## config.mk

```make
export PLATFORM = sky130hd
export DESIGN_NAME = wsp_scale
export DESIGN_NICKNAME = d
export VERILOG_FILES = /design/src/rtl/wsp_pkg.sv /design/src/rtl/wsp_scale.sv
export SDC_FILE = /design/constraint.sdc
export NUM_CORES = 2
export LEC_CHECK = 0
export BUFFER_PORTS_ARGS = -buffer_cell sky130_fd_sc_hd__buf_2
export CORE_MARGIN = 1.5
export CORE_UTILIZATION = 45
export CTS_CLUSTER_SIZE = 24
export DETAILED_ROUTE_END_ITERATION = 10
export HOLD_SLACK_MARGIN = 0.12
export PLACE_DENSITY = 0.69
export SETUP_SLACK_MARGIN = 0.05
export SYNTH_ARGS = -nofsm -noshare
export SYNTH_HDL_FRONTEND = slang
export SYNTH_SLANG_ARGS = --single-unit
```

## constraint.sdc

```tcl
create_clock -name clk -period 12.8 [get_ports clk]
set_input_delay 0 -clock clk [delete_from_list [all_inputs] [get_ports clk]]
set_output_delay 0 -clock clk [all_outputs]
set_load 0.02 [all_outputs]
```

## src/rtl/wsp_pkg.sv

```systemverilog
// Shared types and constants for the world-to-screen projection pipeline.
package wsp_pkg;

    localparam int COORD_WIDTH_DEF = 32;
    localparam int FRAC_BITS_DEF   = 16;
    localparam int LANE_W          = 32;
    localparam int CFG_DATA_W      = 2 * LANE_W;
    localparam int CFG_IDX_W       = 3;
    localparam int DIM_W           = 14;
    localparam int ROWS            = 3;
    localparam int ROW_X           = 0;
    localparam int ROW_Y           = 1;
    localparam int ROW_W           = 2;

    localparam logic [DIM_W-1:0] SCREEN_W_RESET = DIM_W'(1920);
    localparam logic [DIM_W-1:0] SCREEN_H_RESET = DIM_W'(1080);

    typedef enum logic [CFG_IDX_W-1:0] {
        REG_ROW0_XY = 3'd0,
        REG_ROW0_ZW = 3'd1,
        REG_ROW1_XY = 3'd2,
        REG_ROW1_ZW = 3'd3,
        REG_ROW3_XY = 3'd4,
        REG_ROW3_ZW = 3'd5,
        REG_SCREEN_W = 3'd6,
        REG_SCREEN_H = 3'd7
    } cfg_reg_idx_t;

    typedef struct packed {
        logic vis;
        logic neg_x;
        logic neg_y;
        logic ovf_x;
        logic ovf_y;
    } wsp_flags_t;

    function automatic int sum_width(input int cw, input int fb);
        return cw + LANE_W - fb + 2;
    endfunction

endpackage

```

## src/rtl/wsp_scale.sv

```systemverilog
// Ratio capping, viewport scaling, halving and saturation; holds the output register.
module wsp_scale import wsp_pkg::*; #(
    parameter int COORD_WIDTH = COORD_WIDTH_DEF,
    parameter int FRAC_BITS   = FRAC_BITS_DEF
) (
    input  logic                          clk,
    input  logic                          rst_n,
    input  logic                          en,
    input  logic                          in_valid,
    input  wsp_flags_t                    flags,
    input  logic [COORD_WIDTH+1:0]        quot_x,
    input  logic [COORD_WIDTH+1:0]        quot_y,
    input  logic [DIM_W-1:0]              screen_w,
    input  logic [DIM_W-1:0]              screen_h,
    output logic                          out_valid,
    output logic                          visible,
    output logic signed [COORD_WIDTH-1:0] screen_x,
    output logic signed [COORD_WIDTH-1:0] screen_y
);

    localparam int QB    = COORD_WIDTH + 2;
    localparam int T_W   = QB + 2;
    localparam int MUL_W = T_W + DIM_W + 1;

    localparam logic [QB-1:0]           CAP    = QB'(1) << (COORD_WIDTH + 1);
    localparam logic signed [T_W-1:0]   ONE    = T_W'(1) << FRAC_BITS;
    localparam logic signed [MUL_W-1:0] SAT_HI = (MUL_W'(1) << (COORD_WIDTH - 1)) - MUL_W'(1);
    localparam logic signed [MUL_W-1:0] SAT_LO = -(MUL_W'(1) << (COORD_WIDTH - 1));

    logic [QB-1:0]           cap_x, cap_y;
    logic signed [QB:0]      r_x, r_y;
    logic signed [T_W-1:0]   t_x_next, t_y_next, t_x_reg, t_y_reg;
    logic signed [MUL_W-1:0] m_x_reg, m_y_reg, h_x, h_y;
    logic [2:0]              v_reg;
    logic                    vis1_reg, vis2_reg;
    logic                    vis_reg;
    logic signed [COORD_WIDTH-1:0] sx_next, sy_next, sx_reg, sy_reg;

    always_comb
    begin
        cap_x    = (flags.ovf_x || quot_x > CAP) ? CAP : quot_x;
        cap_y    = (flags.ovf_y || quot_y > CAP) ? CAP : quot_y;
        r_x      = flags.neg_x ? -(QB+1)'(cap_x) : (QB+1)'(cap_x);
        r_y      = flags.neg_y ? -(QB+1)'(cap_y) : (QB+1)'(cap_y);
        t_x_next = ONE + T_W'(r_x);
        t_y_next = ONE - T_W'(r_y);
    end

    always_ff @(posedge clk or negedge rst_n)
    begin
        if (!rst_n)
        begin
            v_reg <= '0;
        end
        else if (en)
        begin
            v_reg <= {v_reg[1:0], in_valid};
        end
    end

    always_ff @(posedge clk)
    begin
        if (en)
        begin
            t_x_reg  <= t_x_next;
            t_y_reg  <= t_y_next;
            vis1_reg <= flags.vis;
            m_x_reg  <= MUL_W'(t_x_reg) * $signed(MUL_W'(screen_w));
            m_y_reg  <= MUL_W'(t_y_reg) * $signed(MUL_W'(screen_h));
            vis2_reg <= vis1_reg;
            sx_reg   <= sx_next;
            sy_reg   <= sy_next;
            vis_reg  <= vis2_reg;
        end
    end

    always_comb
    begin
        h_x = m_x_reg >>> 1;
        h_y = m_y_reg >>> 1;
        priority if (!vis2_reg)
            sx_next = '0;
        else if (h_x > SAT_HI)
            sx_next = COORD_WIDTH'(SAT_HI);
        else if (h_x < SAT_LO)
            sx_next = COORD_WIDTH'(SAT_LO);
        else
            sx_next = COORD_WIDTH'(h_x);
        priority if (!vis2_reg)
            sy_next = '0;
        else if (h_y > SAT_HI)
            sy_next = COORD_WIDTH'(SAT_HI);
        else if (h_y < SAT_LO)
            sy_next = COORD_WIDTH'(SAT_LO);
        else
            sy_next = COORD_WIDTH'(h_y);
    end

    assign out_valid = v_reg[2];
    assign visible   = vis_reg;
    assign screen_x  = sx_reg;
    assign screen_y  = sy_reg;

endmodule
```

==> results.md <==
- Status: complete, no violations
- CTS Buf Count: 35
- Setup Skew: a little under 40 ps
- Initial Util: 0.455
- Most frequent cells in the layout: 1030 x inv_1, 916 x fa_1, 595 x and2_1, 523 x nand2_1, 239 x edfxtp_1
- Routed Antenna Nets: 0
- Cell family with most CP delay: adder cells
- Total track usage: 0.222
- Worst path required time: 13130 ps
- Primary FF master, synth: edfxtp_1
- Hold worst-path end: t_y_reg[14]$_DFFE_PP_
- #FFs+latches synth: 242
- Final WL: 113000 um
- Worst-margin pin slew: between 900 and 1000 ps
- Period utilisation layout: 0.620
- Slew Viols, Final: 0
- Grt ovf: 0
- Port-buffer cells: 170
- CP endpoint kind: flip-flop
- Sequential cell area fraction in the yosys report: 0.156
- Finished Layout Cells: between 6000 and 7000
- Die Y: 324 um
- Placed cells: 6216
- Initial antenna violation count: 8
- RR Endpoint: m_x_reg[47]$_DFFE_PP_
- CTS tree: done
- Largest fanout on the critical path: 14
- Synthesized area: 46500 um2
- Vias: roughly 34000
- Fin area: about 50000 um2
- Final #Nets: between 6000 and 7000
- WL/cell: around 18 um
- RR Startpoint: t_x_reg[10]$_DFFE_PP_
- IO Pins: 171
- RePlAce Congestion: around 0.93
- Post-route DRC: 0
- Largest net degree at the start of global routing: around 180
- Asr flop ratio synth: 0.0124
- Post-CTS resize count: 0
- Rows: 117
- Worst setup SP type: flip-flop
- Layout area overhead: 8.61%
- Clk slew on worst S/H paths: around 50 ps
- Die X: 324 um
- Commonest non-fill, non-tap cell in the layout: inv_1
- DPL Wire Length: about 86000 um
- Post-Synthesis Net Count: between 6000 and 7000
- HP Class: in -> reg
- WP data arrival: between 8000 and 9000 ps
- DR vias/cell: around 5.3
- Final count of negative-setup-slack endpoints: 0
- Achievable Freq: about 0.13 GHz
- Worst R2R Setup Slack: around 4900 ps
- Post-CTS Hold Fix Bufs: between 90 and 100
- Reg2reg path depth: 22
- Die Footprint: about 110000 um2
- Setup bufs post-CTS: 0
- Number of DRC markers in iteration 0: 2006
- Max Cap Viol: 0
- Core ar.: 102000 um2
- Share of cells above drive strength 1: 0.0581
- Crit path top cell by count: fa_1
- Hold depth: 4
- Vias in the first global route: around 36000
- CP Cell Sequence: and2_1 > fa_1 > inv_1 > fa_1 > inv_1 > fa_1 > fa_1 > fa_1 > inv_1 > fa_1 > inv_1 > ha_1 > and3_1 > and4_1 > nand3_1 > a21boi_0 > a311oi_1 > o22ai_1 > a211oi_1 > nor2_1 > a221oi_1 > xnor2_1
- Min-delay src: quot_y[14]
- Fin. Hold Viols: 0
- Slowest stage delay, CP: approximately 730 ps
- Drt pass-1 iters: 5
- Sink Count: around 240
- CP max-delay cell: a311oi_1
- Syn avg cell area: 9.50 um2
- Unrepaired setup endpoints after global routing: false
- Buf/Inv on CP: 4
- Final worst path period need: between 7000 and 8000 ps
- Synth cell types: between 80 and 90
- Yosys warning count: 0
- Root Buffer: clkbuf_16
- First-pass GRT wire length: around 190000 um
- H-tree levels: 2
- Rel. slew slack: 0.338
- Synthesized instance count: roughly 5000
- Cell Area, Placed: ~48000 um2
- Clock latency at the later pin of the worst-skew pair: 590 ps
- Number of synthesized flops with an enable pin: about 240
- Setup_tns: 0 ps
- Worst-case clock buffer depth: 3
- Setup CP Type: reg -> reg
==> final cells by class <==
cell class	count	area, um2
diodes	3	7.51
clock buffers	38	908
clock inverters	24	251
fillers	9413	51600
inverters	1030	3870
multi-input cells	3391	34500
flip-flops and latches	242	7250
well taps	1368	1710
repair buffers	282	1960
==> synth_stat cells, drive strengths merged, types with 7 or more instances <==
| master | count | area share |
|---|---|---|
| nor2b | 21 | 0.0028 |
| or4 | 18 | 0.0030 |
| xor2 | 64 | 0.012 |
| o21bai | 7 | 0.0011 |
| nor2 | 126 | 0.010 |
| xnor2 | 117 | 0.022 |
| o211ai | 17 | 0.0029 |
| a211oi | 15 | 0.0027 |
| and2 | 595 | 0.080 |
| a21oi | 121 | 0.013 |
| buf | 8 | 0.00078 |
| and4 | 8 | 0.0015 |
| ha | 234 | 0.063 |
| and3 | 13 | 0.0018 |
| nand2 | 523 | 0.042 |
| nand4 | 22 | 0.0030 |
| clkbuf | 220 | 0.018 |
| o41ai | 11 | 0.0022 |
| o31ai | 22 | 0.0036 |
| inv | 1030 | 0.083 |
| edfxtp | 239 | 0.15 |
| nor4 | 22 | 0.0034 |
| nand3b | 8 | 0.0013 |
| nand2b | 25 | 0.0034 |
| or3 | 17 | 0.0023 |
| mux2 | 7 | 0.0017 |
| nor3 | 42 | 0.0045 |
| or2 | 21 | 0.0028 |
| a21o | 58 | 0.0094 |
| o22ai | 8 | 0.0011 |
| o2111ai | 9 | 0.0017 |
| o21ai | 91 | 0.0098 |
| fa | 916 | 0.39 |
| nand3 | 41 | 0.0044 |
| a31oi | 17 | 0.0023 |
| o21a | 84 | 0.014 |
==> kinds of logic after synthesis <==
family / synth area share
AND/OR/NAND/NOR: 0.170
buffers and inverters: 0.102
adder cells (fa/ha/maj): 0.458
flip-flops: 0.156
AO/OA/AOI/OAI: 0.0787
multiplexers: 0.00191
XOR/XNOR: 0.0341
==> worst register-to-register path, stage by stage (launching register included) <==
cell and delay [ps]:
edfxtp_1 600, and2_1 280, fa_1 540, inv_1 60, fa_1 530, inv_1 60
fa_1 520, fa_1 440, fa_1 540, inv_1 60, fa_1 550, inv_1 50
ha_1 390, and3_1 230, and4_1 220, nand3_1 110, a21boi_0 290, a311oi_1 730
o22ai_1 360, a211oi_1 490, nor2_1 150, a221oi_1 380, xnor2_1 100
==> metrics by stage <==
stage | utilization | worst slack (ps) | hold slack, ps
2_1_floorplan | - | 6030 | -296
3_3_place_gp | 0.474 | 5010 | -204
3_5_place_dp | 0.474 | 4890 | -202
4_1_cts | 0.494 | 4840 | 137
5_1_grt | 0.495 | 4410 | 206
6_report | 0.495 | 4860 | 180
==> layer usage <==
| metal | vias to the layer above | routed length [um] | GRT usage |
|---|---|---|---|
| met5 | - | 14 | 0 |
| met4 | 4 | 2120 | 0.0501 |
| met3 | 141 | 7510 | 0.0398 |
| met2 | 987 | 54000 | 0.374 |
| met1 | 17200 | 48800 | 0.297 |
| li1 | 15300 | - | - |
==> worst max path at each step <==
stage                                from                     to  slack [ps]  cells after the start
finish              t_x_reg[10]$_DFFE_PP_  m_x_reg[47]$_DFFE_PP_        4860                     22
global route        t_x_reg[10]$_DFFE_PP_  m_x_reg[49]$_DFFE_PP_        4410                     22
CTS                 t_x_reg[10]$_DFFE_PP_  m_x_reg[49]$_DFFE_PP_        4840                     22
detailed placement  t_x_reg[10]$_DFFE_PP_  m_x_reg[49]$_DFFE_PP_        4890                     22
global placement    t_x_reg[10]$_DFFE_PP_  m_x_reg[47]$_DFFE_PP_        5010                     22
floorplan            t_x_reg[8]$_DFFE_PP_  m_x_reg[47]$_DFFE_PP_        6030                     23
Power is left out: the tool's default activity adds up to more than one toggle a clock period on the data nets, which glitch-free logic cannot reach.
